$ cat src/design/arpt_pkg.sv
// ARP address table: shared widths, opcodes and the stored entry layout.
// No dependencies.
package arpt_pkg;

   localparam int OPCODE_W          = 2;
   localparam int IP_W              = 32;
   localparam int MAC_W             = 48;
   localparam int TABLE_ENTRIES_DEF = 16;

   localparam logic [OPCODE_W-1:0] OP_LOOKUP = 2'd0;
   localparam logic [OPCODE_W-1:0] OP_INSERT = 2'd1;
   localparam logic [OPCODE_W-1:0] OP_DELETE = 2'd2;

   typedef struct packed {
      logic [IP_W-1:0]  ip;
      logic [MAC_W-1:0] mac;
   } entry_type;

   localparam int ENTRY_W = IP_W + MAC_W;

endpackage

$ cat src/design/arpt_if.sv
// Valid/ready channels of the ARP address table: request and response words.
// Depends on arpt_pkg.
interface arpt_req_if;
   logic                           valid;
   logic                           ready;
   logic [arpt_pkg::OPCODE_W-1:0]  opcode;
   logic [arpt_pkg::IP_W-1:0]      lookup_ip;
   logic [arpt_pkg::MAC_W-1:0]     new_mac;

   modport source (output valid, output opcode, output lookup_ip, output new_mac,
                   input ready);
   modport sink   (input valid, input opcode, input lookup_ip, input new_mac,
                   output ready);
endinterface

interface arpt_rsp_if;
   logic                        valid;
   logic                        ready;
   logic                        hit;
   logic [arpt_pkg::MAC_W-1:0]  found_mac;

   modport source (output valid, output hit, output found_mac, input ready);
   modport sink   (input valid, input hit, input found_mac, output ready);
endinterface

$ cat src/design/arpt_ram.sv
// Generic single-port-write, single-port-read RAM with registered read data.
// No dependencies.
module arpt_ram #(
   parameter int  WIDTH = 8,
   parameter int  DEPTH = 16,
   localparam int AW    = (DEPTH > 1) ? $clog2(DEPTH) : 1
) (
   input  logic                  clock,
   input  logic                  wr_en,
   input  logic [AW-1:0]         wr_addr,
   input  logic [WIDTH-1:0]      wr_data,
   input  logic [AW-1:0]         rd_addr,
   output logic [WIDTH-1:0]      rd_data
);
   logic [WIDTH-1:0] mem_ff [DEPTH];
   logic [WIDTH-1:0] rd_data_ff;

   always_ff @(posedge clock) begin
      if (wr_en) begin
         mem_ff[wr_addr] <= wr_data;
      end
      rd_data_ff <= mem_ff[rd_addr];
   end

   assign rd_data = rd_data_ff;

endmodule

$ cat src/design/arpt_seq.sv
// ARP address table sequencer: entry valid bits, table scan, slot choice and
// response register. Depends on arpt_pkg and arpt_if; drives an arpt_ram.
module arpt_seq #(
   parameter int  TABLE_ENTRIES = arpt_pkg::TABLE_ENTRIES_DEF,
   localparam int AW            = (TABLE_ENTRIES > 1) ? $clog2(TABLE_ENTRIES) : 1
) (
   input  logic                           clock,
   input  logic                           reset,
   arpt_req_if.sink                       req,
   arpt_rsp_if.source                     rsp,
   output logic [AW-1:0]                  ram_rd_addr,
   input  logic [arpt_pkg::ENTRY_W-1:0]   ram_rd_data,
   output logic                           ram_wr_en,
   output logic [AW-1:0]                  ram_wr_addr,
   output logic [arpt_pkg::ENTRY_W-1:0]   ram_wr_data
);
   localparam logic [AW-1:0] LAST_IDX = AW'(TABLE_ENTRIES - 1);

   typedef enum logic [2:0] {
      ST_IDLE,
      ST_SCAN,
      ST_DRAIN,
      ST_WRITE,
      ST_REPLY
   } state_type;

   state_type                       state_ff;
   logic [TABLE_ENTRIES-1:0]        valid_ff;
   logic [AW-1:0]                   rd_addr_ff;
   logic                            chk_vld_ff;
   logic [AW-1:0]                   chk_idx_ff;
   logic [arpt_pkg::OPCODE_W-1:0]   op_ff;
   logic [arpt_pkg::IP_W-1:0]       ip_ff;
   logic [arpt_pkg::MAC_W-1:0]      mac_ff;
   logic                            hit_ff;
   logic [arpt_pkg::MAC_W-1:0]      found_ff;
   logic                            free_ff;
   logic [AW-1:0]                   slot_ff;
   logic                            rsp_valid_ff;
   logic                            rsp_hit_ff;
   logic [arpt_pkg::MAC_W-1:0]      rsp_mac_ff;

   arpt_pkg::entry_type             rd_entry;
   logic                            match;
   logic                            still_valid;
   logic                            rsp_free;

   assign rd_entry    = arpt_pkg::entry_type'(ram_rd_data);
   assign match       = chk_vld_ff && valid_ff[chk_idx_ff] && (rd_entry.ip == ip_ff);
   assign still_valid = valid_ff[chk_idx_ff] && !match;
   assign rsp_free    = !rsp_valid_ff || rsp.ready;

   assign req.ready     = (state_ff == ST_IDLE);
   assign rsp.valid     = rsp_valid_ff;
   assign rsp.hit       = rsp_hit_ff;
   assign rsp.found_mac = rsp_mac_ff;

   assign ram_rd_addr = rd_addr_ff;
   assign ram_wr_en   = (state_ff == ST_WRITE);
   assign ram_wr_addr = slot_ff;
   assign ram_wr_data = {ip_ff, mac_ff};

   always_ff @(posedge clock) begin
      if (reset) begin
         state_ff     <= ST_IDLE;
         valid_ff     <= '0;
         chk_vld_ff   <= 1'b0;
         rsp_valid_ff <= 1'b0;
         rd_addr_ff   <= '0;
      end else begin
         chk_vld_ff <= (state_ff == ST_SCAN);
         chk_idx_ff <= rd_addr_ff;

         // in ST_REPLY the response register is reloaded below instead
         if (rsp_valid_ff && rsp.ready && state_ff != ST_REPLY) begin
            rsp_valid_ff <= 1'b0;
         end

         // compare stage, one entry behind the read address
         if (chk_vld_ff) begin
            if (match && op_ff != arpt_pkg::OP_INSERT) begin
               hit_ff <= 1'b1;
            end
            if (match && op_ff == arpt_pkg::OP_LOOKUP && !hit_ff) begin
               found_ff <= rd_entry.mac;
            end
            if (match && op_ff != arpt_pkg::OP_LOOKUP) begin
               valid_ff[chk_idx_ff] <= 1'b0;
            end
            // first slot left free after this word's deletes
            if (!still_valid && !free_ff) begin
               free_ff <= 1'b1;
               slot_ff <= chk_idx_ff;
            end
         end

         unique case (state_ff)
            ST_IDLE: begin
               rd_addr_ff <= '0;
               if (req.valid) begin
                  op_ff    <= req.opcode;
                  ip_ff    <= req.lookup_ip;
                  mac_ff   <= req.new_mac;
                  hit_ff   <= 1'b0;
                  found_ff <= '0;
                  free_ff  <= 1'b0;
                  slot_ff  <= '0;
                  if (req.opcode == arpt_pkg::OP_LOOKUP ||
                      req.opcode == arpt_pkg::OP_INSERT ||
                      req.opcode == arpt_pkg::OP_DELETE) begin
                     state_ff <= ST_SCAN;
                  end else begin
                     state_ff <= ST_REPLY;
                  end
               end
            end
            ST_SCAN: begin
               if (rd_addr_ff == LAST_IDX) begin
                  state_ff <= ST_DRAIN;
               end else begin
                  rd_addr_ff <= rd_addr_ff + AW'(1);
               end
            end
            ST_DRAIN: begin
               state_ff <= (op_ff == arpt_pkg::OP_INSERT) ? ST_WRITE : ST_REPLY;
            end
            ST_WRITE: begin
               valid_ff[slot_ff] <= 1'b1;
               state_ff          <= ST_REPLY;
            end
            ST_REPLY: begin
               if (rsp_free) begin
                  rsp_valid_ff <= 1'b1;
                  rsp_hit_ff   <= hit_ff;
                  rsp_mac_ff   <= found_ff;
                  state_ff     <= ST_IDLE;
               end
            end
            default: state_ff <= ST_IDLE;
         endcase
      end
   end

endmodule

$ cat src/design/arp_address_table.sv
// ARP address table top level: sequencer plus the IP/MAC entry RAM.
// Depends on arpt_pkg, arpt_if, arpt_ram and arpt_seq.
//
// Usage:
//   req_chan carries one request word: opcode (lookup, insert, delete),
//   lookup_ip and new_mac. rsp_chan returns exactly one response word per
//   request: hit and found_mac, in request order.
//   Each lookup, insert or delete scans every table entry through the RAM
//   read port, one entry per cycle, then an insert writes its slot.
//   A request passes the scan, a drain state, for an insert the slot
//   write, and the reply state to its response word; the next request is
//   taken the cycle after the response is loaded, so a new request is not
//   accepted while one is in progress. The scan over the single RAM read
//   port bounds the request rate. An unused opcode skips the scan and replies.
//   Reset clears all entry valid bits at once; no clearing pass.
//   The response sits in an output register; a new request is accepted
//   while it waits, and a finished request holds until the register frees.
module arp_address_table #(
   parameter int TABLE_ENTRIES = arpt_pkg::TABLE_ENTRIES_DEF
) (
   input  logic          clock,
   input  logic          reset,
   arpt_req_if.sink      req_chan,
   arpt_rsp_if.source    rsp_chan
);
   localparam int AW = (TABLE_ENTRIES > 1) ? $clog2(TABLE_ENTRIES) : 1;

   logic [AW-1:0]                 ram_rd_addr;
   logic [arpt_pkg::ENTRY_W-1:0]  ram_rd_data;
   logic                          ram_wr_en;
   logic [AW-1:0]                 ram_wr_addr;
   logic [arpt_pkg::ENTRY_W-1:0]  ram_wr_data;

   arpt_seq #(
      .TABLE_ENTRIES (TABLE_ENTRIES)
   ) u_seq (
      .clock       (clock),
      .reset       (reset),
      .req         (req_chan),
      .rsp         (rsp_chan),
      .ram_rd_addr (ram_rd_addr),
      .ram_rd_data (ram_rd_data),
      .ram_wr_en   (ram_wr_en),
      .ram_wr_addr (ram_wr_addr),
      .ram_wr_data (ram_wr_data)
   );

   arpt_ram #(
      .WIDTH (arpt_pkg::ENTRY_W),
      .DEPTH (TABLE_ENTRIES)
   ) u_ram (
      .clock   (clock),
      .wr_en   (ram_wr_en),
      .wr_addr (ram_wr_addr),
      .wr_data (ram_wr_data),
      .rd_addr (ram_rd_addr),
      .rd_data (ram_rd_data)
   );

endmodule
$ cat src/flat_wrapper.sv
// flat-port wrapper written by rule: the top's interface ports become plain ports
module arp_address_table_flat 
#(
   parameter int TABLE_ENTRIES = arpt_pkg::TABLE_ENTRIES_DEF
)
  (clock, reset, req_chan_valid, req_chan_opcode, req_chan_lookup_ip, req_chan_new_mac, req_chan_ready, rsp_chan_valid, rsp_chan_hit, rsp_chan_found_mac, rsp_chan_ready);
  arpt_req_if req_chan_i ();
  arpt_rsp_if rsp_chan_i ();
  input  logic clock;
  input  logic reset;
  input wire logic [$bits(req_chan_i.valid)-1:0] req_chan_valid;
  input wire logic [$bits(req_chan_i.opcode)-1:0] req_chan_opcode;
  input wire logic [$bits(req_chan_i.lookup_ip)-1:0] req_chan_lookup_ip;
  input wire logic [$bits(req_chan_i.new_mac)-1:0] req_chan_new_mac;
  output wire logic [$bits(req_chan_i.ready)-1:0] req_chan_ready;
  output wire logic [$bits(rsp_chan_i.valid)-1:0] rsp_chan_valid;
  output wire logic [$bits(rsp_chan_i.hit)-1:0] rsp_chan_hit;
  output wire logic [$bits(rsp_chan_i.found_mac)-1:0] rsp_chan_found_mac;
  input wire logic [$bits(rsp_chan_i.ready)-1:0] rsp_chan_ready;
  assign req_chan_i.valid = req_chan_valid;
  assign req_chan_i.opcode = req_chan_opcode;
  assign req_chan_i.lookup_ip = req_chan_lookup_ip;
  assign req_chan_i.new_mac = req_chan_new_mac;
  assign req_chan_ready = req_chan_i.ready;
  assign rsp_chan_valid = rsp_chan_i.valid;
  assign rsp_chan_hit = rsp_chan_i.hit;
  assign rsp_chan_found_mac = rsp_chan_i.found_mac;
  assign rsp_chan_i.ready = rsp_chan_ready;
  arp_address_table #(.TABLE_ENTRIES(TABLE_ENTRIES)) u_core (.clock(clock), .reset(reset), .req_chan(req_chan_i), .rsp_chan(rsp_chan_i));
endmodule
$ cat config.mk
export PLATFORM = sky130hd
export DESIGN_NAME = arp_address_table_flat
export DESIGN_NICKNAME = d
export VERILOG_FILES = /design/src/design/arpt_pkg.sv /design/src/design/arpt_if.sv /design/src/design/arpt_ram.sv /design/src/design/arpt_seq.sv /design/src/design/arp_address_table.sv /design/src/flat_wrapper.sv
export SDC_FILE = /design/constraint.sdc
export NUM_CORES = 1
export LEC_CHECK = 0
export ABC_CLOCK_PERIOD_IN_PS = 9050
export BUFFER_PORTS_ARGS = -buffer_cell sky130_fd_sc_hd__buf_2
export CAP_MARGIN = 20
export CORE_AREA = 2 2 344 346
export CTS_CLUSTER_DIAMETER = 30
export DETAILED_ROUTE_END_ITERATION = 10
export DIE_AREA = 0 0 346 348
export GPL_ROUTABILITY_DRIVEN = 0
export PLACE_DENSITY = 0.66
export SLEW_MARGIN = 25
export SYNTH_ARGS = -nofsm -noshare
export SYNTH_HDL_FRONTEND = slang
export SYNTH_HIERARCHICAL = 1
export SYNTH_SLANG_ARGS = --single-unit
$ cat constraint.sdc
create_clock -name clock -period 9.05 [get_ports clock]
set_input_delay 0.905 -clock clock [delete_from_list [all_inputs] [get_ports clock]]
set_output_delay 0.905 -clock clock [all_outputs]
set_load 0.05 [all_outputs]
---- Word level (Yosys, flattened, before mapping) ----
Memories as Yosys holds them, arrays and structs flattened. A register that Yosys moved wholly into a read port is not among the register bits.
Index checks and enable logic that the tools add are counted.
word-level totals
  memory bits (writable) .................. 1,280
  output and inout bits ................... 51
  input bits .............................. 86
  memories kept ........................... 1
  flip-flop bits (word level) ............. 214
  word-level logic and storage cells ...... 108
cells by class
  bitwise gates (word level) .............. 4
  add/sub/neg operators ................... 1
  reduce and logical (&&, ||, !) cells .... 29
  equal/unequal tests ..................... 15
  multiplexer cells ....................... 39
  magnitude comparators ................... 4
memory list
  memory               words  bits a word  rd ports  clocked after Yosys merged registers in  wr ports  line            text
  u_core.u_ram.mem_ff  16     80           1         1                                        1         arpt_ram.sv:15  logic [WIDTH-1:0] mem_ff [DEPTH];
operator list
  kind                 number
  $mux 48              4
  $mux 16              4
  $eq 32x32->1         1
  $mux 4               5
  $and 16x16->16       1
  $mux 1               16
  $not 16->16          1
  $or 16x16->16        1
  $mux 3               5
  $pmux 3 s5           1
  $logic_and 1x1->1    12
  $lt 4x5->1 const B   2
  $reduce_and 3->1     3
  $demux 1 s4          2
  $ge 4x1->1 const B   2
  $pmux 4 s2           1
  $eq 3x2->1 const B   2
  $ne 2x2->1 const B   3
  $logic_not 1->1      5
  $add 4x1->4 const B  1
  $bmux 1 s4           1
  $eq 2x1->1 const B   2
  $eq 4x4->1 const B   1
  $logic_not 2->1      2
  10 further kinds     14

---- Depth between registers and ports, before layout ----
  depth in word-level cells ............... 12
  depth in mapped cells ................... 8
  gate-level depth less buffers ........... 6

---- By module ----
The synthesis kept the hierarchy.
modules (own cells, without submodules)
  module    seq. area each (um^2)  area an instance (um^2)  instances  cells an instance
  arpt_ram  40,038.4               49,437.4                 1          2,054
  arpt_seq  6,175.9                8,501.9                  1          606

---- Least setup slack after synthesis ----
OpenSTA, ideal clock, no wires.
  path type ............................... register -> register
  start ................................... reg u_core.u_seq.state_ff[1]
  end ..................................... mem u_core/u_ram/mem_ff[0][0] (netlist name) (enable)
  path buffers ............................ 2
  cell stages (with the launch flop) ...... 6
  path slack .............................. 1.650 ns
  data arrival time ....................... 6.784 ns
  required time ........................... 8.434 ns
  period minus slack after synthesis ...... 7.400 ns
  setup time .............................. 0.616 ns
  cell sequence ........................... dfxtp_1 -> clkbuf_1 -> and3b_1 -> clkbuf_1 -> or3b_1 -> nor3_1
between the ends
  longest elaborated chain between the ends .. 3
RTL lines
  what                          line                     text
  start: declaration            arpt_seq.sv:27           state_type state_ff;
  start signal: assignment      arpt_seq.sv:125          state_ff <= (op_ff == arpt_pkg::OP_INSERT) ? ST_WRITE : ST_REPLY;
  $eq 3x2->1                    arpt_seq.sv:59           assign ram_wr_en = (state_ff == ST_WRITE);
  via u_core.ram_wr_en          arp_address_table.sv:30  logic ram_wr_en;
  $mux 1                        arpt_ram.sv:19           if (wr_en) begin
  $mux 1 (implied by the code)  arpt_ram.sv:20           mem_ff[wr_addr] <= wr_data;
  end: declaration              arpt_ram.sv:15
The timed path passes the listed nets, and every way through them passes these cells.

---- Final worst setup path ----
  start ................................... reg u_core.u_seq.state_ff[1]
  end ..................................... mem u_core/u_ram/mem_ff[9][71] (netlist name) (enable)
The elaborated chain is that of the path after synthesis.

==> reports/qor.yml <==
synth_xor_area_share_pct: 0.4837
critPathMaxStageDelay_ns: 0.79
swShare_pct: 20.25
crit_slowest_cell: "nor2_4"
drtPass1Iterations: 5
drt_iter0_drc: 2925
synthCells: 2660
postCtsSetupBuffers: 0
core_sq_um: 117000
grt_usage_pct: 22.11
vias: 28730
ys_types: 43
clkTransAtPathRegs_ns: 0.05
min_path_type: "in -> reg"
ant_nets: 0
die_w_um: 346
switchingPower_w: 0.003786
worstMarginPinSlew_ns: 1.105
synthAdderAreaFrac_pct: 0.02160
power.density_nw_per_um2: 267.7
hold_viol: 0
pwr-share-comb_pct: 1.7
ys_seq_area_share_pct: 79.76
path_max_fanout: 34
cts_buffers: 286
dp_hpwl_um: 64490
async_reset_ff_share_pct: 0
synth-compound-area-share_pct: 3.479
grt-ovfl-total: 0
wl_um: 132200
drt_drc_violations_left: 0
ios: 137
start_util_pct: 49.53
holdPathStages: 1
cpMostUsedCell: "buf_4"
final_common_cell: "edfxtp_1"
share_seq_of_total_power_pct: 43.6
worstPathCellList: "and3b_1 > nand3b_1 > nor2_4 > buf_4 > buf_4"
cts_root_buffer: "clkbuf_16"
grt_antenna_before_repair: 4
grt_first_pass_wirelength_um: 195400
drive_gt1_share_pct: 30.96
portBuffers: 136
cts_tree: "built"
required_ns: 9.51
final_max_slew_viol_count: 0
die-area_sq_um: 120400
syn-num-nets: 2747
finalClockSkew_ns: 0.06901
mostFrequentLayoutCells: "edfxtp_1, mux4_2, clkbuf_16"
worstSetupPathType: "reg -> reg"
rsz0062_at_grt: "false"
drv_cap: 0
syn-cell-area_sq_um: 57940
setup_violations: 0
reg2reg_depth: 5
cts_buffer_depth: 4
ys_ff_latch: 1574
run_status: "finished clean"
worst_setup_path_end_kind: "flip-flop"
ctsHoldBuffers: 0
cts_sinks: 1574
synthSimpleGateAreaFrac_pct: 2.233
wl_per_cell_um: 27.91
area_growth_pct: 20.51
diodes: 0
synthMuxAreaShare_pct: 12.70
cp-start-kind: "flip-flop"
avgSynthCellArea_sq_um: 21.78
die_h_um: 348
synth_top_flop_cell: "edfxtp_1"
ir_drop_uv: 145.6
synth_edf_count: 1469
clockPowerShare_pct: 54.6
cts_max_level: 5
yosys_warnings: 6
routed_via_density: 6.066
clock.fmax_ghz: 0.2624
min_period_ns: 3.810
critPathArrivalTime_ns: 4.27
slew-limit-headroom_pct: 26.32
p_total_w: 0.01869
row_count: 126
grt_pass1_vias: 29860
p_leak_nw: 22.21
min_period_over_period_pct: 42.10
grt_max_degree: 162
clk_latency_ns: 0.86
cts_resized: 0
synth_top_family_by_area: "multiplexers"
final.setup.tns_ns: 0
p_int_w: 0.01491
layout.nets: 3079
==> synth_stat cells (all sizes together), types with 2 or more instances <==
library cell  instances  area [sq um]
nor2                 30         112.6
clkbuf               65         246.5
inv                   3         11.26
nand3                14         70.07
nor3                 14         70.07
o211ai                6         45.04
and3                  2         12.51
xnor2                28         245.2
o31ai                12         90.09
mux4                324          7297
nor2b                 7         43.79
a22oi               160          1201
or3                   3         18.77
a31oi                 3         18.77
mux2i                 5         62.56
o21ai                51         255.3
or3b                  2         17.52
nor4                  3         18.77
o41ai                 4         35.03
a21oi                74         370.4
nor3b                 2         15.01
nand2               103         386.6
edfxtp             1469         44110
nand3b                2         15.01
nand4                60         390.4
nand2b               12         75.07
buf                  86         505.5
and2                  2         12.51
xor2                  4         35.03
dfxtp               105          2102
==> flip-flops by register name, indices dropped and copies added (netlist names), 4 cells and up <==
| signal | flops |
|---|---|
| u_core/u_ram/mem_ff | 1280 |
| u_core/u_ram/rd_data | 80 |
| u_core/u_seq/chk_idx_ff | 4 |
| u_core/u_seq/found_ff | 48 |
| u_core/u_seq/ip_ff | 32 |
| u_core/u_seq/mac_ff | 48 |
| u_core/u_seq/ram_rd_addr | 4 |
| u_core/u_seq/ram_wr_addr | 4 |
| u_core/u_seq/rsp.found_mac | 48 |
| u_core/u_seq/valid_ff | 16 |
==> layout make-up <==
type / count / area, sq um
Fill cell: 8126 / 47160
Sequential cell: 1574 / 46220
Multi-Input combinational cell: 932 / 11120
Clock buffer: 330 / 7456
Tap cell: 1536 / 1922
Clock inverter: 167 / 1864
Timing Repair Buffer: 195 / 1226
Inverter: 3 / 11.26
==> through the flow <==
step / worst slack, ns / area, sq um / std cells / utilization [%] / hold WS, ns
6_report: 5.240 / 69820 / 4737 / 59.69 / 0.2141
3_5_place_dp: 4.762 / 60460 / 4238 / 51.68 / 0.4294
4_1_cts: 5.237 / 69780 / 4735 / 59.65 / 0.1763
5_1_grt: 5.064 / 69820 / 4737 / 59.69 / 0.1910
2_1_floorplan: 1.650 / 57940 / 2660 / - / 0.4195
3_3_place_gp: 4.819 / 60400 / 4236 / 51.63 / 0.4288
==> critical path: cells and delay by family (launching register included) <==
family,cells,cell delay (ns)
flip-flops,1,0.48
buffers and inverters,2,1.32
AND/OR/NAND/NOR,3,1.57
==> power by group through the flow <==
stage	Sequential [W]	Combinational (W)	Clock (W)
finish	0.00816	0.000324	0.0102
global route	0.00817	0.000351	0.0107
CTS	0.00816	0.000327	0.0104
detailed placement	0.00829	0.000325	0
global placement	0.00828	0.000321	0
floorplan	0.00826	0.000224	0
==> kinds of logic after synthesis <==
group / count (synthesis)
buf+inv: 154
xor+xnor: 32
flops: 1574
fa+ha+maj: 1
simple gates: 260
mux: 329
compound gates: 310
==> metal layers <==
layer  vias to the layer above  part of all wire [%]  track usage, %
met2                      1359                    49           35.67
li1                      11940                     -               -
met3                       220                   8.3           4.637
met5                         -                 0.015               0
met1                     15210                    40           30.59
met4                         4                   2.2           6.889
==> path summary, 6_finish.rpt <==
path / start / to / slack (ns)
max reg2reg: u_core/u_seq/state_ff[1] / u_core/u_ram/mem_ff[9][71] / 5.24
min reg2reg: u_core/u_seq/found_ff[17] / u_core/u_seq/rsp.found_mac[17] / 0.44
min: req_chan_new_mac[37] / u_core/u_seq/mac_ff[37] / 0.21
max: u_core/u_seq/state_ff[1] / u_core/u_ram/mem_ff[9][71] / 5.24
No activity file was read; power rests on OpenSTA's default activity.
